$ cat src/sv/vcs_pkg.sv
// Shared widths, register indexes and pipeline payload types of the velocity command smoother.
package vcs_pkg;

  // Field and datapath widths.
  localparam int VEL_WIDTH      = 16;
  localparam int PERIOD_WIDTH   = 16;
  localparam int LIM_WIDTH      = VEL_WIDTH - 1;
  localparam int ABS_WIDTH      = VEL_WIDTH;
  localparam int PROD_WIDTH     = ABS_WIDTH + LIM_WIDTH;
  localparam int QUO_WIDTH      = LIM_WIDTH;
  localparam int NUM_DIV        = QUO_WIDTH;
  localparam int FRONT_STAGES   = 4;
  localparam int NUM_STAGES     = FRONT_STAGES + NUM_DIV + 1;
  localparam int CFG_IDX_WIDTH  = 3;
  localparam int CFG_DATA_WIDTH = (PERIOD_WIDTH > LIM_WIDTH) ? PERIOD_WIDTH : LIM_WIDTH;
  localparam int IN_TDATA_WIDTH  = ((4 * VEL_WIDTH + 7) / 8) * 8;
  localparam int OUT_TDATA_WIDTH = ((2 * VEL_WIDTH + 7) / 8) * 8;
  localparam int OUT_TUSER_WIDTH = 2;

  // Configuration register indexes.
  localparam logic [CFG_IDX_WIDTH-1:0] REG_SPEED_LIN = CFG_IDX_WIDTH'(0);
  localparam logic [CFG_IDX_WIDTH-1:0] REG_ACCEL_LIN = CFG_IDX_WIDTH'(1);
  localparam logic [CFG_IDX_WIDTH-1:0] REG_DECEL_LIN = CFG_IDX_WIDTH'(2);
  localparam logic [CFG_IDX_WIDTH-1:0] REG_SPEED_ANG = CFG_IDX_WIDTH'(3);
  localparam logic [CFG_IDX_WIDTH-1:0] REG_ACCEL_ANG = CFG_IDX_WIDTH'(4);
  localparam logic [CFG_IDX_WIDTH-1:0] REG_DECEL_ANG = CFG_IDX_WIDTH'(5);
  localparam logic [CFG_IDX_WIDTH-1:0] REG_TICK      = CFG_IDX_WIDTH'(6);

  // Register values after reset.
  localparam logic [LIM_WIDTH-1:0]    LIM_RESET    = LIM_WIDTH'(4096);
  localparam logic [PERIOD_WIDTH-1:0] PERIOD_RESET = PERIOD_WIDTH'(6554);

  typedef logic signed [VEL_WIDTH-1:0] vel_t;
  typedef logic [LIM_WIDTH-1:0]        lim_t;
  typedef logic [ABS_WIDTH-1:0]        abs_t;
  typedef logic [PROD_WIDTH-1:0]       prod_t;
  typedef logic [PERIOD_WIDTH-1:0]     period_t;
  typedef logic [QUO_WIDTH-1:0]        quo_t;

  // Which allowed step the divider result replaces.
  typedef enum logic [1:0] {
    SEL_NONE,
    SEL_LIN,
    SEL_ANG
  } div_sel_e;

  typedef struct packed {
    lim_t    speed_lin;
    lim_t    accel_lin;
    lim_t    decel_lin;
    lim_t    speed_ang;
    lim_t    accel_ang;
    lim_t    decel_ang;
    period_t tick_period;
  } cfg_t;

  typedef struct packed {
    vel_t target_lin;
    vel_t target_ang;
    vel_t current_lin;
    vel_t current_ang;
  } in_item_t;

  // Per-axis context carried down the whole pipeline.
  typedef struct packed {
    vel_t tgt_lin;
    vel_t tgt_ang;
    vel_t cur_lin;
    vel_t cur_ang;
    logic neg_lin;
    logic neg_ang;
    abs_t abs_lin;
    abs_t abs_ang;
  } axis_t;

  // Payload of the divider stages.
  typedef struct packed {
    axis_t    ax;
    lim_t     step_lin;
    lim_t     step_ang;
    div_sel_e sel;
    abs_t     den;
    abs_t     rem;
    quo_t     num_lo;
    quo_t     quo;
  } div_t;

  typedef struct packed {
    vel_t command_lin;
    vel_t command_ang;
    logic lin_limited;
    logic ang_limited;
  } out_item_t;

endpackage

$ cat src/sv/vcs_div.sv
// Pipelined restoring divider: one quotient bit per register stage.
module vcs_div import vcs_pkg::*; (
  input  logic               clk_i,
  input  logic               rst_ni,
  input  logic [NUM_DIV-1:0] en_i,
  input  logic               vld_i,
  input  div_t               in_i,
  output div_t               out_o
);

  div_t chain [NUM_DIV+1];

  assign chain[0] = in_i;

  // Each stage shifts in the next numerator bit and subtracts when it fits.
  for (genvar g = 0; g < NUM_DIV; g++) begin : g_step
    localparam int Bit = NUM_DIV - 1 - g;
    div_t                 stage_d, stage_q;
    logic [ABS_WIDTH:0]   trial, diff;

    always_comb begin
      stage_d = chain[g];
      trial   = {chain[g].rem, chain[g].num_lo[Bit]};
      diff    = trial - {1'b0, chain[g].den};
      if (!diff[ABS_WIDTH]) begin
        stage_d.rem      = diff[ABS_WIDTH-1:0];
        stage_d.quo[Bit] = 1'b1;
      end else begin
        stage_d.rem = trial[ABS_WIDTH-1:0];
      end
    end

    always_ff @(posedge clk_i) begin
      if (en_i[g]) begin
        stage_q <= stage_d;
      end
    end

    assign chain[g+1] = stage_q;
  end

  assign out_o = chain[NUM_DIV];

  // A real division never sees a zero divisor.
  assert property (@(posedge clk_i) disable iff (!rst_ni)
    vld_i && out_o.sel != SEL_NONE |-> out_o.den != '0)
    else $error("divider received a zero divisor");

  // The final remainder stays below the divisor.
  assert property (@(posedge clk_i) disable iff (!rst_ni)
    vld_i && out_o.sel != SEL_NONE |-> out_o.rem < out_o.den)
    else $error("divider remainder not below divisor");

endmodule

$ cat config.mk
export PLATFORM = sky130hd
export DESIGN_NAME = vcs_div
export DESIGN_NICKNAME = d
export VERILOG_FILES = /design/src/sv/vcs_pkg.sv /design/src/sv/vcs_div.sv
export SDC_FILE = /design/constraint.sdc
export NUM_CORES = 2
export LEC_CHECK = 0
export BUFFER_PORTS_ARGS = -buffer_cell sky130_fd_sc_hd__buf_4
export CORE_ASPECT_RATIO = 0.8
export CORE_MARGIN = 3
export CORE_UTILIZATION = 45
export CTS_BUF_LIST = sky130_fd_sc_hd__clkbuf_8
export DETAILED_ROUTE_END_ITERATION = 10
export SLEW_MARGIN = 0
export SYNTH_ARGS = -nofsm -noshare
export SYNTH_HDL_FRONTEND = slang
export SYNTH_SLANG_ARGS = --single-unit
$ cat constraint.sdc
create_clock -name clk_i -period 3.5 [get_ports clk_i]
set_input_delay 0.175 -clock clk_i [delete_from_list [all_inputs] [get_ports clk_i]]
set_output_delay 0.175 -clock clk_i [all_outputs]
set_load 0.02 [all_outputs]
# Word level (Yosys, flattened, before mapping)
# Index checks and enable logic that the tools add are counted.
dict set report word_totals {
  out_inout_bits 192
  register_bits 2880
}
dict set report op_classes {
  n_addsub 15
  n_mux 15
}
# cell n
set ops {}
lappend ops {{subtractor 17 x 16 -> 17 bit} 15}
lappend ops {{two-way mux 16 bit} 15}

# Depth between registers and ports, before layout
dict set report logic_depth {
  depth_word 2
  mapped_depth 12
  ltp_nobuf 11
}

# Worst setup path before layout
# OpenSTA, ideal clock, no wires.
dict set report synth_path {
  path_type {reg-to-reg}
  from {register g_step[5].stage_q, in the netlist chain[1751]}
  to {register g_step[6].stage_q, in the netlist chain[1574], data pin}
  arrival_ns 3.045
  setup_ns 0.260
  setup_slack_ns 0.196
  synth_period_minus_slack_ns 3.304
  path_buffers 1
  path_stages_with_launch 13
  cell_sequence {edfxtp_1 > inv_1 > ha_1 > fa_1 > nor2b_1 > o2111ai_1 > and3_1 > or4_1 > nand3_1 > o211ai_1 > xnor2_2 > buf_4 > mux2_2}
}
# item line_no
set synth_lines {}
lappend synth_lines {{start: declaration} vcs_div.sv:18} ;# div_t stage_d, stage_q;
lappend synth_lines {{start signal: assignment} vcs_div.sv:35} ;# stage_q <= stage_d;
lappend synth_lines {{end signal: assignment} vcs_div.sv:35}
lappend synth_lines {{end: declaration} vcs_div.sv:18}

==> flow_summary.toml <==
[worst_setup_path]
crit_end = "chain[1577]"
cp-start-kind = "register"
end_kind = "register"
cp_data_required_time_ns = 4.20
cp_max_fo = 6
rrSetupSlack_ns = 0.12
critPathArrivalTime_ns = 4.08
r2r-start = "chain[1751]"
worstRegToRegCells = 12
cp-startpoint = "chain[1751]"
rr_endpoint = "chain[1577]"
criticalPathCategory = "register to register"

[routing]
wire_per_inst_um = 18.4
detailedRoute.firstIterationViolations = 2797
drc_errors = 0
drt-total-wl_mm = 175
num_vias = 45500
drtAntennaViolNets = 0
viasPerCell = 4.78
drtPass1Iterations = 5

[floorplanning]
die_h_um = 433
row_count = 156
io_pins = 402
initial_utilization_pct = 45.3
core_area_mm2 = 0.226
die_x_um = 540
die-area_mm2 = 0.234

[power_and_ir_drop]
p_leak_nw = 44.3
powerDensity_mw_per_mm2 = 717
max-vdd-ir-drop_mv = 0.365

[clocking]
clk_path_buf_depth = 4
cts_tree = "built"
clk_latency_ns = 0.93
cts_buffers = 431
clk_pin_slew_ns = 0.06
cts.sinks = 2880
cts-root-buf = "clkbuf_8"
h-tree-depth = 5

[timing]
finalSetupViolCount = 0
timing.final.ws_setup_ns = 0.122
worst_pin_slew_ns = 1.01
relSlewSlack_pct = 32.5
hold_violations = 0
clock_skew_ns = 0.0450
finalCritPeriodShare_pct = 96.5
fin_crit_ns = 3.38
report.final.slew_viol_count = 0
clock.fmax_mhz = 296

[synthesis]
syn_avg_cell_area_um2 = 20.2
syn_inst = 5087
yosysMostFrequentCell = "edfxtp_1"
synth_commonest_cells = "edfxtp_1 (2,880), inv_1 (300), ha_1 (240), buf_4 (193), mux2_2 (176)"
synthFlopType = "edfxtp_1"
synth_seq_area_share_pct = 84.3
synth_nets = 5552
yosys_warnings = 0
syn_area_mm2 = 0.103
yosysTopAreaCellShare_pct = 84.3
synth_edf_count = 2880
synth_top_area_cell = "edfxtp_1"
ys_types = 65
yosys-top-cells-area = "edfxtp_1 (84%), ha_1 (2.9%), mux2_2 (1.9%), buf_4 (1.4%), inv_1 (1.1%)"
synthArstFlopShare_pct = 0
ys_ff_latch = 2880

[grt]
gr-total-overflow = 0
grt_pass1_wl_mm = 268
grt_antenna_before_repair = 4
track_usage_pct = 14.8
grt_max_degree = 88
grt_pass1_vias = 47100

[place]
port_buffers = 399
hpwl_mm = 108
gp_congestion = 0.842
place_inst = 8366
preCtsSetupSlack_ns = -0.0614

[job]
cap_violations = 0

[hold_path]
hp-class = "input port to register"
hold_depth = 6

[finish]
area_growth_pct = 17.9
n_fill_cell = 17300
drive_above_1_share_pct = 18.6
final_cells = 9536
nets = 6674

[status]
status = "completed"
[how the worst min path moves through the flow]
stage,start,endpoint,slack (ns)
after floorplan,in_i[0],chain[2688],0.27
after global placement,in_i[120],chain[2808],0.35
after detailed placement,in_i[184],chain[2872],0.35
after CTS,in_i[45],chain[2718],0.01
after global routing,in_i[40],chain[2729],0.1
final,in_i[45],chain[2718],0.16
[flip-flops by register name (all words and copies together) (netlist names)]
name,flops
chain,2688
out_o,192
[critical path, cell delays in order (launching register included)]
cell and delay [ns]:
edfxtp_1 0.34, inv_1 0.06, ha_1 0.23, fa_2 0.39, nor2b_4 0.14, o2111ai_2 0.12, and3_4 0.21, or4_4 0.52
nand3_1 0.08, o211ai_1 0.14, xnor2_2 0.35, clkbuf_16 0.23, mux2_2 0.34
[final cells by class]
class / instances / area, um2 / share of cell area, %
Antenna cell: 1 / 2.50 / 0.00207
Inverter: 300 / 1130 / 0.931
Sequential cell: 2880 / 86500 / 71.5
Multi-Input combinational cell: 1692 / 13500 / 11.2
Tap cell: 3002 / 3760 / 3.11
Timing Repair Buffer: 904 / 8400 / 6.95
Clock buffer: 434 / 5970 / 4.94
Clock inverter: 323 / 1680 / 1.39
[stage by stage]
| stage | utilization, % | hold WS (ns) | setup TNS, ns | area, um2 | power [mW] |
|---|---|---|---|---|---|
| 2_1_floorplan | - | 0.274 | 0 | 103000 | 57.3 |
| 3_3_place_gp | 48.2 | 0.353 | -1.55 | 109000 | 61.7 |
| 3_5_place_dp | 48.2 | 0.354 | -0.714 | 109000 | 62.1 |
| 4_1_cts | 53.4 | 0.0146 | 0 | 121000 | 87.5 |
| 5_1_grt | 53.5 | 0.0958 | -0.253 | 121000 | 91.5 |
| 6_report | 53.5 | 0.157 | 0 | 121000 | 86.7 |
[cell families after synthesis]
logic type | after synthesis | share of synthesized area, %
compound gates | 563 | 3.67
xor+xnor | 162 | 1.43
mux | 221 | 2.41
flops | 2880 | 84.3
simple gates | 490 | 2.33
fa+ha+maj | 255 | 3.22
buf+inv | 516 | 2.61
[cells in the final DEF, fill, tap and decap left out, types with 12 or more instances in the layout]
master,Yosys,final
a211oi_1,18,18
a21boi_0,16,16
a21o_1,54,54
a21oi_1,149,149
a31oi_1,15,15
and3_1,20,19
buf_12,0,37
buf_4,193,445
buf_8,0,15
clkbuf_8,0,434
clkinv_1,0,115
clkinv_2,0,31
dlygate4sd3_1,0,404
edfxtp_1,2880,2880
fa_1,15,14
ha_1,240,240
inv_1,300,445
mux2_2,176,176
mux2i_1,38,38
nand2_1,96,96
nand2b_1,25,25
nand3_1,35,35
nand4_1,12,12
nor2_1,143,143
nor2b_1,50,49
nor3_1,47,47
o211ai_1,14,14
o21a_1,64,64
o21ai_0,93,93
o21bai_1,24,24
o31a_1,23,23
o31ai_1,23,22
or2_2,12,12
or3_1,18,18
xnor2_1,122,120
xor2_1,34,34
[timing repair]
action	in CTS	in global routing
endpoints found under the hold margin	2629	0
resized for setup	2	10
pin swaps	0	4
endpoints found under the setup margin	16	76
gates cloned	0	2
hold buffers	404	0
buffers inserted	0	6
[metal layers]
metal	track usage [%]	vias up	wire length (um)	share of wire [%]
li1	-	21800	-	-
met1	19.9	22300	77900	44
met2	24.3	1065	84400	48
met3	2.75	358	7670	4.4
met4	5.58	0	5260	3.0
met5	0	-	0	0
[report_power, final]
group / leakage, nW / switching (mW) / internal, mW
sequential: 28.2 / 1.53 / 42.7
clock: 4.42 / 12.1 / 12.3
combinational: 11.7 / 8.85 / 9.19
total: 44.3 / 22.5 / 64.2
No activity file was read; power rests on OpenSTA's default activity.
