## config.mk

```make
export PLATFORM = sky130hd
export DESIGN_NAME = vcs_back
export DESIGN_NICKNAME = d
export VERILOG_FILES = /design/src/sv/vcs_pkg.sv /design/src/sv/vcs_back.sv
export SDC_FILE = /design/constraint.sdc
export NUM_CORES = 1
export LEC_CHECK = 0
export BUFFER_PORTS_ARGS = -buffer_cell sky130_fd_sc_hd__buf_2
export CORE_ASPECT_RATIO = 0.5
export CORE_MARGIN = 2
export CORE_UTILIZATION = 50
export DETAILED_ROUTE_END_ITERATION = 7
export PLACE_DENSITY_LB_ADDON = 0.1
export SYNTH_ARGS = -nofsm -noshare
export SYNTH_HDL_FRONTEND = slang
export SYNTH_SLANG_ARGS = --single-unit
```

## constraint.sdc

```tcl
create_clock -name clk_i -period 5.4 [get_ports clk_i]
set_input_delay 0 -clock clk_i [delete_from_list [all_inputs] [get_ports clk_i]]
set_output_delay 0 -clock clk_i [all_outputs]
set_load 0.02 [all_outputs]
```

## src/sv/vcs_pkg.sv

```systemverilog
// Shared widths, register indexes and pipeline payload types of the velocity command smoother.
package vcs_pkg;

  // Field and datapath widths.
  localparam int VEL_WIDTH      = 16;
  localparam int PERIOD_WIDTH   = 16;
  localparam int LIM_WIDTH      = VEL_WIDTH - 1;
  localparam int ABS_WIDTH      = VEL_WIDTH;
  localparam int PROD_WIDTH     = ABS_WIDTH + LIM_WIDTH;
  localparam int QUO_WIDTH      = LIM_WIDTH;
  localparam int NUM_DIV        = QUO_WIDTH;
  localparam int FRONT_STAGES   = 4;
  localparam int NUM_STAGES     = FRONT_STAGES + NUM_DIV + 1;
  localparam int CFG_IDX_WIDTH  = 3;
  localparam int CFG_DATA_WIDTH = (PERIOD_WIDTH > LIM_WIDTH) ? PERIOD_WIDTH : LIM_WIDTH;
  localparam int IN_TDATA_WIDTH  = ((4 * VEL_WIDTH + 7) / 8) * 8;
  localparam int OUT_TDATA_WIDTH = ((2 * VEL_WIDTH + 7) / 8) * 8;
  localparam int OUT_TUSER_WIDTH = 2;

  // Configuration register indexes.
  localparam logic [CFG_IDX_WIDTH-1:0] REG_SPEED_LIN = CFG_IDX_WIDTH'(0);
  localparam logic [CFG_IDX_WIDTH-1:0] REG_ACCEL_LIN = CFG_IDX_WIDTH'(1);
  localparam logic [CFG_IDX_WIDTH-1:0] REG_DECEL_LIN = CFG_IDX_WIDTH'(2);
  localparam logic [CFG_IDX_WIDTH-1:0] REG_SPEED_ANG = CFG_IDX_WIDTH'(3);
  localparam logic [CFG_IDX_WIDTH-1:0] REG_ACCEL_ANG = CFG_IDX_WIDTH'(4);
  localparam logic [CFG_IDX_WIDTH-1:0] REG_DECEL_ANG = CFG_IDX_WIDTH'(5);
  localparam logic [CFG_IDX_WIDTH-1:0] REG_TICK      = CFG_IDX_WIDTH'(6);

  // Register values after reset.
  localparam logic [LIM_WIDTH-1:0]    LIM_RESET    = LIM_WIDTH'(4096);
  localparam logic [PERIOD_WIDTH-1:0] PERIOD_RESET = PERIOD_WIDTH'(6554);

  typedef logic signed [VEL_WIDTH-1:0] vel_t;
  typedef logic [LIM_WIDTH-1:0]        lim_t;
  typedef logic [ABS_WIDTH-1:0]        abs_t;
  typedef logic [PROD_WIDTH-1:0]       prod_t;
  typedef logic [PERIOD_WIDTH-1:0]     period_t;
  typedef logic [QUO_WIDTH-1:0]        quo_t;

  // Which allowed step the divider result replaces.
  typedef enum logic [1:0] {
    SEL_NONE,
    SEL_LIN,
    SEL_ANG
  } div_sel_e;

  typedef struct packed {
    lim_t    speed_lin;
    lim_t    accel_lin;
    lim_t    decel_lin;
    lim_t    speed_ang;
    lim_t    accel_ang;
    lim_t    decel_ang;
    period_t tick_period;
  } cfg_t;

  typedef struct packed {
    vel_t target_lin;
    vel_t target_ang;
    vel_t current_lin;
    vel_t current_ang;
  } in_item_t;

  // Per-axis context carried down the whole pipeline.
  typedef struct packed {
    vel_t tgt_lin;
    vel_t tgt_ang;
    vel_t cur_lin;
    vel_t cur_ang;
    logic neg_lin;
    logic neg_ang;
    abs_t abs_lin;
    abs_t abs_ang;
  } axis_t;

  // Payload of the divider stages.
  typedef struct packed {
    axis_t    ax;
    lim_t     step_lin;
    lim_t     step_ang;
    div_sel_e sel;
    abs_t     den;
    abs_t     rem;
    quo_t     num_lo;
    quo_t     quo;
  } div_t;

  typedef struct packed {
    vel_t command_lin;
    vel_t command_ang;
    logic lin_limited;
    logic ang_limited;
  } out_item_t;

endpackage

```

## src/sv/vcs_back.sv

```systemverilog
// Final stage: rescaled allowed steps, limited command and saturation into the output register.
module vcs_back import vcs_pkg::*; (
  input  logic      clk_i,
  input  logic      rst_ni,
  input  logic      en_i,
  input  logic      vld_i,
  input  div_t      in_i,
  output out_item_t out_o
);

  // Saturate to the signed command range.
  function automatic vel_t sat_vel(input logic signed [VEL_WIDTH:0] v);
    logic signed [VEL_WIDTH:0] hi;
    logic signed [VEL_WIDTH:0] lo;
    hi = $signed({2'b00, {LIM_WIDTH{1'b1}}});
    lo = $signed({2'b11, {LIM_WIDTH{1'b0}}});
    if (v > hi) begin
      return hi[VEL_WIDTH-1:0];
    end else if (v < lo) begin
      return lo[VEL_WIDTH-1:0];
    end
    return v[VEL_WIDTH-1:0];
  endfunction

  lim_t                      fin_lin, fin_ang;
  logic signed [VEL_WIDTH:0] cur_lin_w, cur_ang_w, mv_lin, mv_ang;
  out_item_t                 res_d, res_q;

  // Route the quotient to the axis it rescales.
  always_comb begin
    fin_lin = in_i.step_lin;
    fin_ang = in_i.step_ang;
    case (in_i.sel)
      SEL_LIN: fin_lin = in_i.quo;
      SEL_ANG: fin_ang = in_i.quo;
      default: ;
    endcase
  end

  // An axis whose step exceeds its allowed step moves by exactly that step.
  always_comb begin
    cur_lin_w = $signed({in_i.ax.cur_lin[VEL_WIDTH-1], in_i.ax.cur_lin});
    cur_ang_w = $signed({in_i.ax.cur_ang[VEL_WIDTH-1], in_i.ax.cur_ang});
    mv_lin = in_i.ax.neg_lin ? cur_lin_w - $signed({2'b00, fin_lin})
                             : cur_lin_w + $signed({2'b00, fin_lin});
    mv_ang = in_i.ax.neg_ang ? cur_ang_w - $signed({2'b00, fin_ang})
                             : cur_ang_w + $signed({2'b00, fin_ang});
    res_d.lin_limited = in_i.ax.abs_lin > {1'b0, fin_lin};
    res_d.ang_limited = in_i.ax.abs_ang > {1'b0, fin_ang};
    res_d.command_lin = res_d.lin_limited ? sat_vel(mv_lin) : in_i.ax.tgt_lin;
    res_d.command_ang = res_d.ang_limited ? sat_vel(mv_ang) : in_i.ax.tgt_ang;
  end

  always_ff @(posedge clk_i) begin
    if (en_i) begin
      res_q <= res_d;
    end
  end

  assign out_o = res_q;

  // A rescaled linear step is strictly smaller than the one it replaces.
  assert property (@(posedge clk_i) disable iff (!rst_ni)
    vld_i && in_i.sel == SEL_LIN |-> in_i.quo < in_i.step_lin)
    else $error("linear rescale did not shrink the allowed step");

  // A rescaled angular step never grows.
  assert property (@(posedge clk_i) disable iff (!rst_ni)
    vld_i && in_i.sel == SEL_ANG |-> in_i.quo <= in_i.step_ang)
    else $error("angular rescale grew the allowed step");

endmodule

```

* After elaboration in Yosys (flattened, before gate mapping)
Cells that the tools add are included.
Storage, ports and cells: word-level logic and storage cells 32, input port bits 196, bits in registers 34, output and inout port bits 34
Cells by class: order comparisons 6, $add $sub $neg 4, eq/ne operators 2, multiplexer cells 16
Operators by type and width (count):
- 16-bit two-way mux | 8
- 16-bit by 16-bit adder with 17-bit output | 2
- 17-bit by 16-bit > comparator with 1-bit output, second input constant | 2
- 17-bit by 16-bit less-than comparator with 1-bit output, second input constant | 2
- 17-bit two-way mux | 2
- 16-bit by 16-bit subtractor with 17-bit output | 2
- 16-bit by 15-bit > comparator with 1-bit output | 2
- 15-bit two-way mux | 2
- 1-bit two-way mux | 4
- 2-bit by 1-bit equality test with 1-bit output, second input constant | 1
- 2-bit equality test, second input constant | 1

* Longest topological paths before layout
depth after elaboration 9, depth in mapped cells 20, gate-level depth less buffers 19

* Least setup slack after synthesis
OpenSTA, ideal clock, no wires.
path kind input port to flip-flop, from input port in_i[63] in the netlist's numbering, to register res_q (netlist bit out_o[31]), data pin, cell stages on the path 20, data arrival time 4230 ps, slack 911 ps, path buffers 3, library setup time 259 ps, data required time 5141 ps, path through nand2b_1 buf_2 buf_1 mux2i_1 ha_1 o211ai_1 nor4b_4 nor2_1 xor2_1 ha_1 a21oi_1 o32ai_1 nor3_1 a2bb2oi_1 o21a_1 clkbuf_1 nand2_1 a221oi_1 a21oi_1 o31a_1
RTL lines:
- start, declared | line vcs_back.sv:7 | input div_t in_i,
- end signal, assigned | line vcs_back.sv:56 | res_q <= res_d;
- end, declared | line vcs_back.sv:27 | out_item_t res_d, res_q;

==> impl_metrics.toml <==
[status]
outcome = "finished, final reports clean"

[cts]
post_cts_resized = 0
ctsRootBufferMaster = "clkbuf_16"
path_clk_slew_ps = 50
postCtsSetupRepairBufs = 0
clk_path_buf_depth = 2
cts.sinks = 34
htree_levels = 2
cts_buffers = 5
hold_buffers = 16
cts_tree = "yes"

[floorplan]
die_x_um = 150
die_y_um = 77.2
num_rows = 26
num_io_pins = 230
coreArea_um2 = 10300
die_area_um2 = 11600
initial_core_util_pct = 52.0

[layout]
mostFrequentLayoutCells = "buf_2 (180), ha_1 (64), a21oi_1 (58)"
largest_reg_flops = 34
fillers = 920
fin_cells = 971
fin_nets = 1091
drive_gt1_share_pct = 25.7
area_delta_synth_final_pct = 24.6
layout_commonest_cell = "buf_2"

[setup_path]
cp-end-kind = "register"
crit_type = "primary input to register"
startpoint_type = "primary input"
path_max_fanout = 8
cp.arrival_ps = 4560
crit_required_ps = 5520

[worst_hold_path]
hold_class = "primary input to register"
min_to = "out_o[22]$_DFFE_PP_"
hp-start = "in_i[180]"
hold_path_depth = 3

[flow_run]
drv_cap = 0

[power_and_ir_drop]
ir_drop_mv = 0.167
p_leak_nw = 3.10
finalPower_mw = 1.66
power.density_nw_per_um2 = 248

[sta]
setup_viol = 0
hold_viol = 0
fin_ws_ps = 951
relSlewSlack_pct = 41.2
drv_slew = 0
grt_setup_unrepaired = "false"
worst_pin_slew_ps = 873
fin_crit_sh_pct = 82.4
fin_crit_ps = 4450
tns_ps = 0
fin_hold_ws_ps = 2.35
fmax_mhz = 225

[synthesis]
ys_warn_count = 0
synth_edf_count = 34
syn_area_um2 = 5360
yosys_most_used_dff = "edfxtp_1"
synth_cells = 644
yosys.cell_types.count = 69
syn_nets = 906
synthArstFlopShare_pct = 0
avgSynthCellArea_um2 = 8.32
ys_seq_area_share_pct = 19.0
ys_seq_elements = 34

[route]
dr.pass1.iters = 5
wl_per_cell_um = 14.5
postRouteAntennaNets = 0
routed_wirelength_um = 14100
vias = 5347
initialDrtViolationCount = 219
via_per_inst = 5.51
drc_errors = 0

[placed_design]
port-buffer-count = 180
hpwl_um = 11700
place_ws_ps = 730
dp_cells = 946
gp_congestion = 0.881

[global_route]
grt_max_degree = 35
track_usage_pct = 24.5
grt_pass1_vias = 5194
antenna_found_initial = 0
grt-ovfl-total = 0
grt_pass1_wl_um = 23300
synthesized netlist by cell type, drive strengths merged, types with 5 or more instances:
master	count	area, um2
ha	64	801
a21oi	58	290
nor2	54	203
nand2	53	199
o21ai	46	230
edfxtp	34	1020
xor2	33	315
inv	29	109
mux2i	29	290
xnor2	18	203
a21o	16	120
clkbuf	16	60.1
o21a	15	113
nand2b	12	75.1
o31ai	12	90.1
nor2b	11	68.8
nor3	11	55.1
a22o	9	78.8
a31oi	9	86.3
or3	9	61.3
and2	8	50.1
a211oi	7	52.6
buf	7	48.8
maj3	7	72.6
nand3	5	25.0
nand4	5	31.3
o211ai	5	37.5
o22ai	5	31.3
o31a	5	43.8
where the power goes:
part | total [mW] | switching, mW | internal [mW]
Combinational | 0.989 | 0.571 | 0.418
Sequential | 0.388 | 0.0129 | 0.375
Clock | 0.280 | 0.112 | 0.168
final cells by class:
class | instances | area (um2) | area share [%]
Timing Repair Buffer | 201 | 1100 | 16.4
Inverter | 29 | 109 | 1.63
Clock inverter | 3 | 16.3 | 0.244
Clock buffer | 5 | 125 | 1.87
Tap cell | 140 | 175 | 2.62
Multi-Input combinational cell | 558 | 4130 | 61.9
Antenna cell | 1 | 2.50 | 0.0375
Sequential cell | 34 | 1020 | 15.3
worst max-delay path by stage:
stage / startpoint / end
after detailed placement: in_i[63] / out_o[11]$_DFFE_PP_
final: in_i[63] / out_o[21]$_DFFE_PP_
after CTS: in_i[63] / out_o[4]$_DFFE_PP_
after global placement: in_i[63] / out_o[21]$_DFFE_PP_
after floorplan: in_i[63] / out_o[31]$_DFFE_PP_
after global routing: in_i[63] / out_o[21]$_DFFE_PP_
cells by family (layout without fill, tap and decap cells):
| group | Yosys count | count (layout) | share of synthesized area [%] |
|---|---|---|---|
| other cells | 0 | 1 | 0 |
| compound gates | 220 | 220 | 27.5 |
| flops | 34 | 34 | 19.0 |
| mux | 31 | 31 | 5.84 |
| fa+ha+maj | 73 | 73 | 17.0 |
| simple gates | 183 | 183 | 16.8 |
| xor+xnor | 51 | 51 | 9.66 |
| buf+inv | 52 | 238 | 4.06 |
per-stage QoR:
stage	utilization (%)	cell area, um2
after CTS	64.7	6680
final	64.8	6680
after global routing	64.7	6680
after detailed placement	61.8	6370
after floorplan	-	5360
after global placement	61.8	6370
per-layer routing:
layer	vias to the layer above	wire length [um]	track usage (%)
li1	2787	-	-
met4	0	121	3.96
met3	11	888	5.60
met2	116	6790	44.1
met1	2433	6320	30.3
met5	-	0	0
worst max-delay path, cell delays in order:
cell and delay (ps):
buf_2 120, nand2b_1 300, mux2i_1 370, ha_1 280
o211ai_1 170, nor4b_4 420, a31oi_1 150, xor2_1 170
ha_1 400, nand2_1 90, o32ai_1 280, nor3_1 80
a2bb2oi_1 170, o21ai_0 720, buf_4 280, nand2_1 60
a31oi_1 170, a22oi_1 110, o31ai_1 240
Note: power is estimated with default switching activity, not from simulation.
