--- src/sv/vcs_pkg.sv ---
// Shared widths, register indexes and pipeline payload types of the velocity command smoother.
package vcs_pkg;

  // Field and datapath widths.
  localparam int VEL_WIDTH      = 16;
  localparam int PERIOD_WIDTH   = 16;
  localparam int LIM_WIDTH      = VEL_WIDTH - 1;
  localparam int ABS_WIDTH      = VEL_WIDTH;
  localparam int PROD_WIDTH     = ABS_WIDTH + LIM_WIDTH;
  localparam int QUO_WIDTH      = LIM_WIDTH;
  localparam int NUM_DIV        = QUO_WIDTH;
  localparam int FRONT_STAGES   = 4;
  localparam int NUM_STAGES     = FRONT_STAGES + NUM_DIV + 1;
  localparam int CFG_IDX_WIDTH  = 3;
  localparam int CFG_DATA_WIDTH = (PERIOD_WIDTH > LIM_WIDTH) ? PERIOD_WIDTH : LIM_WIDTH;
  localparam int IN_TDATA_WIDTH  = ((4 * VEL_WIDTH + 7) / 8) * 8;
  localparam int OUT_TDATA_WIDTH = ((2 * VEL_WIDTH + 7) / 8) * 8;
  localparam int OUT_TUSER_WIDTH = 2;

  // Configuration register indexes.
  localparam logic [CFG_IDX_WIDTH-1:0] REG_SPEED_LIN = CFG_IDX_WIDTH'(0);
  localparam logic [CFG_IDX_WIDTH-1:0] REG_ACCEL_LIN = CFG_IDX_WIDTH'(1);
  localparam logic [CFG_IDX_WIDTH-1:0] REG_DECEL_LIN = CFG_IDX_WIDTH'(2);
  localparam logic [CFG_IDX_WIDTH-1:0] REG_SPEED_ANG = CFG_IDX_WIDTH'(3);
  localparam logic [CFG_IDX_WIDTH-1:0] REG_ACCEL_ANG = CFG_IDX_WIDTH'(4);
  localparam logic [CFG_IDX_WIDTH-1:0] REG_DECEL_ANG = CFG_IDX_WIDTH'(5);
  localparam logic [CFG_IDX_WIDTH-1:0] REG_TICK      = CFG_IDX_WIDTH'(6);

  // Register values after reset.
  localparam logic [LIM_WIDTH-1:0]    LIM_RESET    = LIM_WIDTH'(4096);
  localparam logic [PERIOD_WIDTH-1:0] PERIOD_RESET = PERIOD_WIDTH'(6554);

  typedef logic signed [VEL_WIDTH-1:0] vel_t;
  typedef logic [LIM_WIDTH-1:0]        lim_t;
  typedef logic [ABS_WIDTH-1:0]        abs_t;
  typedef logic [PROD_WIDTH-1:0]       prod_t;
  typedef logic [PERIOD_WIDTH-1:0]     period_t;
  typedef logic [QUO_WIDTH-1:0]        quo_t;

  // Which allowed step the divider result replaces.
  typedef enum logic [1:0] {
    SEL_NONE,
    SEL_LIN,
    SEL_ANG
  } div_sel_e;

  typedef struct packed {
    lim_t    speed_lin;
    lim_t    accel_lin;
    lim_t    decel_lin;
    lim_t    speed_ang;
    lim_t    accel_ang;
    lim_t    decel_ang;
    period_t tick_period;
  } cfg_t;

  typedef struct packed {
    vel_t target_lin;
    vel_t target_ang;
    vel_t current_lin;
    vel_t current_ang;
  } in_item_t;

  // Per-axis context carried down the whole pipeline.
  typedef struct packed {
    vel_t tgt_lin;
    vel_t tgt_ang;
    vel_t cur_lin;
    vel_t cur_ang;
    logic neg_lin;
    logic neg_ang;
    abs_t abs_lin;
    abs_t abs_ang;
  } axis_t;

  // Payload of the divider stages.
  typedef struct packed {
    axis_t    ax;
    lim_t     step_lin;
    lim_t     step_ang;
    div_sel_e sel;
    abs_t     den;
    abs_t     rem;
    quo_t     num_lo;
    quo_t     quo;
  } div_t;

  typedef struct packed {
    vel_t command_lin;
    vel_t command_ang;
    logic lin_limited;
    logic ang_limited;
  } out_item_t;

endpackage

--- src/sv/vcs_front.sv ---
// Front pipeline stages: target clamp, step limit choice, step scaling, cross products, divider set-up.
module vcs_front import vcs_pkg::*; (
  input  logic                    clk_i,
  input  logic [FRONT_STAGES-1:0] en_i,
  input  cfg_t                    cfg_i,
  input  in_item_t                item_i,
  output div_t                    out_o
);

  // Clamp a request to the symmetric speed limit.
  function automatic vel_t clamp_speed(input vel_t t, input lim_t lim);
    logic signed [VEL_WIDTH:0] tw;
    logic signed [VEL_WIDTH:0] lp;
    logic signed [VEL_WIDTH:0] ln;
    logic signed [VEL_WIDTH:0] r;
    tw = $signed({t[VEL_WIDTH-1], t});
    lp = $signed({2'b00, lim});
    ln = -lp;
    if (tw > 0) begin
      r = (tw < lp) ? tw : lp;
    end else begin
      r = (tw > ln) ? tw : ln;
    end
    return r[VEL_WIDTH-1:0];
  endfunction

  // Acceleration limit only when the step grows the request without a sign reversal.
  function automatic lim_t pick_limit(input vel_t cur, input vel_t tgt,
                                      input logic signed [VEL_WIDTH:0] inc,
                                      input lim_t acc, input lim_t dec);
    logic rev;
    logic grows;
    rev   = (cur < 0 && tgt > 0) || (cur > 0 && tgt < 0);
    grows = (inc > 0 && tgt > 0) || (inc < 0 && tgt < 0);
    return (!rev && grows) ? acc : dec;
  endfunction

  // Stage 1: clamp, step and its magnitude, limit selection.
  vel_t                      tl, ta;
  logic signed [VEL_WIDTH:0] inc_lin, inc_ang, mag_lin, mag_ang;
  axis_t                     ax1_d, ax1_q;
  lim_t                      lim_lin_q, lim_ang_q;

  always_comb begin
    tl      = clamp_speed(item_i.target_lin, cfg_i.speed_lin);
    ta      = clamp_speed(item_i.target_ang, cfg_i.speed_ang);
    inc_lin = $signed({tl[VEL_WIDTH-1], tl})
            - $signed({item_i.current_lin[VEL_WIDTH-1], item_i.current_lin});
    inc_ang = $signed({ta[VEL_WIDTH-1], ta})
            - $signed({item_i.current_ang[VEL_WIDTH-1], item_i.current_ang});
    mag_lin = inc_lin[VEL_WIDTH] ? -inc_lin : inc_lin;
    mag_ang = inc_ang[VEL_WIDTH] ? -inc_ang : inc_ang;
    ax1_d.tgt_lin = tl;
    ax1_d.tgt_ang = ta;
    ax1_d.cur_lin = item_i.current_lin;
    ax1_d.cur_ang = item_i.current_ang;
    ax1_d.neg_lin = inc_lin[VEL_WIDTH];
    ax1_d.neg_ang = inc_ang[VEL_WIDTH];
    ax1_d.abs_lin = mag_lin[ABS_WIDTH-1:0];
    ax1_d.abs_ang = mag_ang[ABS_WIDTH-1:0];
  end

  always_ff @(posedge clk_i) begin
    if (en_i[0]) begin
      ax1_q     <= ax1_d;
      lim_lin_q <= pick_limit(item_i.current_lin, tl, inc_lin,
                              cfg_i.accel_lin, cfg_i.decel_lin);
      lim_ang_q <= pick_limit(item_i.current_ang, ta, inc_ang,
                              cfg_i.accel_ang, cfg_i.decel_ang);
    end
  end

  // Stage 2: allowed step per period, truncated to Q3.12.
  logic [LIM_WIDTH+PERIOD_WIDTH-1:0] raw_lin, raw_ang;
  axis_t                             ax2_q;
  lim_t                              step_lin2_q, step_ang2_q;

  assign raw_lin = lim_lin_q * cfg_i.tick_period;
  assign raw_ang = lim_ang_q * cfg_i.tick_period;

  always_ff @(posedge clk_i) begin
    if (en_i[1]) begin
      ax2_q       <= ax1_q;
      step_lin2_q <= raw_lin[LIM_WIDTH+PERIOD_WIDTH-1:PERIOD_WIDTH];
      step_ang2_q <= raw_ang[LIM_WIDTH+PERIOD_WIDTH-1:PERIOD_WIDTH];
    end
  end

  // Stage 3: cross products for the direction comparison.
  prod_t cross_lin_d, cross_ang_d, cross_lin_q, cross_ang_q;
  axis_t ax3_q;
  lim_t  step_lin3_q, step_ang3_q;

  assign cross_lin_d = ax2_q.abs_lin * step_ang2_q;
  assign cross_ang_d = ax2_q.abs_ang * step_lin2_q;

  always_ff @(posedge clk_i) begin
    if (en_i[2]) begin
      ax3_q       <= ax2_q;
      step_lin3_q <= step_lin2_q;
      step_ang3_q <= step_ang2_q;
      cross_lin_q <= cross_lin_d;
      cross_ang_q <= cross_ang_d;
    end
  end

  // Stage 4: pick the overconstrained axis and load the divider operands.
  div_t  div_d, div_q;
  prod_t num;

  always_comb begin
    div_d.ax       = ax3_q;
    div_d.step_lin = step_lin3_q;
    div_d.step_ang = step_ang3_q;
    div_d.quo      = '0;
    if (cross_lin_q < cross_ang_q) begin
      div_d.sel = SEL_LIN;
      num       = cross_lin_q;
      div_d.den = ax3_q.abs_ang;
    end else if (ax3_q.abs_lin != '0) begin
      div_d.sel = SEL_ANG;
      num       = cross_ang_q;
      div_d.den = ax3_q.abs_lin;
    end else begin
      div_d.sel = SEL_NONE;
      num       = '0;
      div_d.den = '0;
    end
    div_d.rem    = num[PROD_WIDTH-1:QUO_WIDTH];
    div_d.num_lo = num[QUO_WIDTH-1:0];
  end

  always_ff @(posedge clk_i) begin
    if (en_i[3]) begin
      div_q <= div_d;
    end
  end

  assign out_o = div_q;

endmodule

--- config.mk ---
export PLATFORM = sky130hd
export DESIGN_NAME = vcs_front
export DESIGN_NICKNAME = d
export VERILOG_FILES = /design/src/sv/vcs_pkg.sv /design/src/sv/vcs_front.sv
export SDC_FILE = /design/constraint.sdc
export NUM_CORES = 2
export LEC_CHECK = 0
export BUFFER_PORTS_ARGS = -buffer_cell sky130_fd_sc_hd__clkbuf_2
export CAP_MARGIN = 10
export CORE_ASPECT_RATIO = 1.2
export CORE_UTILIZATION = 35
export DETAILED_ROUTE_END_ITERATION = 7
export SLEW_MARGIN = 10
export SYNTH_ARGS = -nofsm -noshare
export SYNTH_HDL_FRONTEND = slang
export SYNTH_SLANG_ARGS = --single-unit
--- constraint.sdc ---
create_clock -name clk_i -period 11.55 [get_ports clk_i]
set_clock_uncertainty 0.1 [all_clocks]
set_input_delay 0 -clock clk_i [delete_from_list [all_inputs] [get_ports clk_i]]
set_output_delay 0 -clock clk_i [all_outputs]
set_load 0.05 [all_outputs]
; ---- After elaboration in Yosys (flattened, before gate mapping)
; Index checks and enable logic that the tools add are counted.
[op_classes]
muxes = 14
reduce_logical = 17
magnitude_cmp = 19
n_mul = 4
addsub = 6
[ops]
columns = cell, n
row1 = $mux W16, 9
row2 = $gt A16 B1 Y1 const B, 6
row3 = $lt A16 B1 Y1 const B, 4
row4 = $mul A15 B16 Y31, 2
row5 = $mul A16 B15 Y31, 2
row6 = $mux W31, 2
row7 = $gt A16 B17 Y1, 2
row8 = $gt A17 B1 Y1 const B, 2
row9 = $lt A17 B1 Y1 const B, 2
row10 = $neg A15 Y17, 2
row11 = $sub A16 B16 Y17, 2
row12 = $lt A16 B16 Y1, 2
row13 = $neg A16 Y16, 2
row14 = $lt A31 B31 Y1, 1
row15 = $mux W15, 2
row16 = $mux W18, 1
row17 = $reduce_bool A16 Y1, 1
row18 = $logic_and A1 B1 Y1, 10
row19 = $logic_or A1 B1 Y1, 4
row20 = $logic_not A1 Y1, 2
[totals]
word_cells = 106
inputBits = 175
ff_bits = 623

; ---- Depth between registers and ports, before layout
[logic_depth]
depth_word = 10
mapped_depth = 34
mapped_depth_nobuf = 33

; ---- Worst setup path before layout
; No wires, ideal clock.
[synth_path]
path_kind = reg-to-reg
start = register lim_ang_q[3]
end = register step_ang2_q[14], data pin
stages_incl_launch_ff = 24
path_slack_ns = 4.508
arrival_ns = 6.682
setup_time_ns = 0.260
path_buffers = 1
synth_period_minus_slack_ns = 7.042
cell_sequence = edfxtp_1 clkbuf_1 nand2_1 fa_1 inv_1 fa_1 fa_1 inv_1 fa_1 fa_1 inv_1 fa_1 ha_1 a211oi_1 o21ai_0 a221o_1 o21a_1 a311oi_1 o21ai_0 o41ai_1 o221ai_1 a21oi_1 o21ba_2 xnor2_1
[synth_via]
elab_chain_cells = 1
[synth_lines]
columns = element, line_no
row1 = "start, declared", vcs_front.sv:42  ; lim_t lim_lin_q, lim_ang_q;
row2 = "start signal, assigned", vcs_front.sv:68  ; lim_ang_q <= pick_limit(item_i.current_ang, ta, inc_ang,
row3 = $mul A15 B16 Y31, vcs_front.sv:79  ; assign raw_ang = lim_ang_q * cfg_i.tick_period;
row4 = net raw_ang[30], vcs_front.sv:74  ; logic [LIM_WIDTH+PERIOD_WIDTH-1:0] raw_lin, raw_ang;
row5 = "end signal, assigned", vcs_front.sv:85  ; step_ang2_q <= raw_ang[LIM_WIDTH+PERIOD_WIDTH-1:PERIOD_WIDTH];
row6 = "end, declared", vcs_front.sv:76  ; lim_t step_lin2_q, step_ang2_q;
; The timed path passes the listed nets, and every way through them passes these cells.
; A chain may end at the register's enable or synchronous reset.

==> flow_summary.json <==
{
  "status": "complete, no violations",
  "ys_warn_count": 0,
  "finalNetCount": 6863,
  "layout_common_cells": "inv_1, fa_1, nand2_1",
  "vias": 37426,
  "coreArea_um2": 157000,
  "drc_errors": 0,
  "cp.arrival_ns": 9.64,
  "cp.required_ns": 11.86,
  "drt-pass1-iter-count": 5,
  "path_class": "in2reg",
  "final_layout_size_suffix_gt1_share_pct": 10.45,
  "synth_flop_cell": "edfxtp_1",
  "critPathTopFamily": "compound AO/OA/AOI/OAI gates",
  "grt_pass1_wl_mm": 228.8,
  "synthCells": 4950,
  "dieArea_um2": 160100,
  "synth_edf_count": 623,
  "rsz0062_at_grt": "no",
  "post-dp-hpwl_mm": 111.6,
  "ys_top_cells_by_area": "edfxtp_1, fa_1, ha_1",
  "synth_top_area_share_pct": 33.73,
  "synth_cell_types": 89,
  "ant_nets": 0,
  "area_delta_synth_final_pct": 15.75,
  "gp_congestion": 0.8961,
  "max_cap_viol_count": 0,
  "maxSlewHeadroom_pct": 27.28,
  "vias_per_cell": 4.912,
  "worst_slew_pin_slew_ns": 1.091,
  "die_w_um": 365.4,
  "critPathCaptureType": "flop",
  "grt_start_max_net_pins": 78,
  "finalHoldViolCount": 0,
  "yosysSeqAreaShare_pct": 33.73,
  "cts-resized-gates": 0,
  "slew_violations": 0,
  "cts_tree": "built",
  "rows": 159,
  "period_needed_ns": 9.329,
  "final_common_cell": "inv_1",
  "period_share_pct": 80.77,
  "clkLatencyLatePin_ns": 0.69,
  "synth_seq_cells": 623,
  "hold_class": "in2reg",
  "track_usage_pct": 18.73,
  "cts_num_sinks": 623,
  "io_buffers": 351,
  "grt-ovfl-total": 0,
  "clk_path_buf_depth": 3,
  "fin_setup_tns_ns": 0,
  "drtIter0Drc": 2119,
  "grt_pass1_vias": 39626,
  "crit_fanout": 15,
  "worst_path_max_delay_cell": "dlygate4sd3_1",
  "cts_max_level": 3,
  "avgSynthCellArea_um2": 11.20,
  "fmax_mhz": 107.2,
  "cpPeakStageDelay_ns": 0.60,
  "wl_per_cell_um": 19.34,
  "critPathLaunchType": "input pin",
  "yosysTopAreaCell": "edfxtp_1",
  "root_buffer": "clkbuf_16",
  "async_reset_ff_share_pct": 0,
  "grt_antenna_before_repair": 15,
  "start_util_pct": 35.33,
  "cts_buffers": 71,
  "cp_num_buf_inv": 7,
  "die_y_um": 438.1,
  "io_pins": 367,
  "drt_wl_total_mm": 147.4,
  "synth.cell_area_um2": 55460,
  "clk_pin_slew_ns": 0.06,
  "finalSetupViolations": 0
}
[sequential cells by signal (all words and copies together) (netlist names)]
register,count
cross_ang_q,31
ax1_q,98
step_lin2_q,15
out_o,177
lim_ang_q,15
ax2_q,98
cross_lin_q,31
step_ang3_q,15
step_lin3_q,15
lim_lin_q,15
ax3_q,98
step_ang2_q,15
[final cells by class]
type / instances / area (um2)
inverter: 824 / 3093
clock inverter: 52 / 728.2
multi-input combinational: 3338 / 32980
fill: 14903 / 92770
clock buffer: 79 / 1828
timing repair buffer: 604 / 4224
antenna: 6 / 15.01
tap: 2093 / 2619
sequential: 623 / 18710
[path summary, 6_finish.rpt]
check,from,depth (start not counted),slack (ns),to
hold reg to reg,ax3_q[86],0,0.31,out_o[180]
setup / recovery,cfg_i[46],33,2.22,lim_ang_q[13]
setup reg to reg,lim_ang_q[4],22,3.57,step_ang2_q[14]
hold / removal,cfg_i[60],4,0.06,ax1_q[81]
[layer usage]
metal | part of all wire, % | wire, um | global-route usage, % | vias to the layer above
li1 | - | - | - | 17135
met1 | 43 | 62720 | 24.17 | 18989
met2 | 49 | 71560 | 31.56 | 1059
met3 | 5.6 | 8193 | 3.095 | 239
met4 | 3.3 | 4850 | 6.661 | 4
met5 | 0.023 | 34 | 0 | -
[Yosys cell counts (all sizes together), types with 10 or more instances]
cell	count
a211oi	17
a21o	49
a21oi	122
a221oi	10
and2	389
and3	17
buf	24
clkbuf	155
edfxtp	623
fa	720
ha	506
inv	823
mux2	47
mux2i	34
nand2	682
nand2b	19
nand3	37
nand4	22
nor2	118
nor2b	28
nor3	35
nor4	30
o211ai	15
o21a	35
o21ai	74
o21bai	13
o31ai	11
or4	10
xnor2	108
xor2	43
[cells by family after synthesis]
family                     count (synthesis)  share of synthesized area, %
DFF                                      623                         33.73
muxes                                     81                         1.658
xor gates and xnor gates                 151                         2.385
other                                      1                      0.006762
AOI/OAI and AO/OA                        449                         5.523
and+or+nand+nor                         1416                         12.35
adders and majority gates               1226                         37.41
buffers and inverters                   1003                         6.935
[worst register-to-register path: cells and delay by family, from the launching register on]
family,cells,cell delay [ns]
compound gates,10,3.20
flops,1,0.82
buf+inv,3,0.15
simple gates,1,0.17
fa+ha+maj,7,3.24
xor+xnor,1,0.06
[timing repair]
action	in CTS	in global routing
setup buffers	0	0
hold buffers	215	0
hold endpoints to repair	339	0
[per-stage QoR]
stage / utilization [%] / cells / instance area (um2) / hold slack (ns) / setup WS [ns]
2_1_floorplan: - / 4964 / 55510 / -0.001131 / 4.508
3_3_place_gp: 37.89 / 7267 / 59470 / 0.1282 / 3.491
3_5_place_dp: 37.89 / 7267 / 59470 / 0.1238 / 3.391
4_1_cts: 40.89 / 7613 / 64180 / 0.002497 / 2.409
5_1_grt: 40.90 / 7618 / 64190 / 0.01525 / 1.632
6_report: 40.90 / 7619 / 64190 / 0.05940 / 2.221
Power is left out: the tool's default activity adds up to more than one toggle a clock period on the data nets, which glitch-free logic cannot reach.
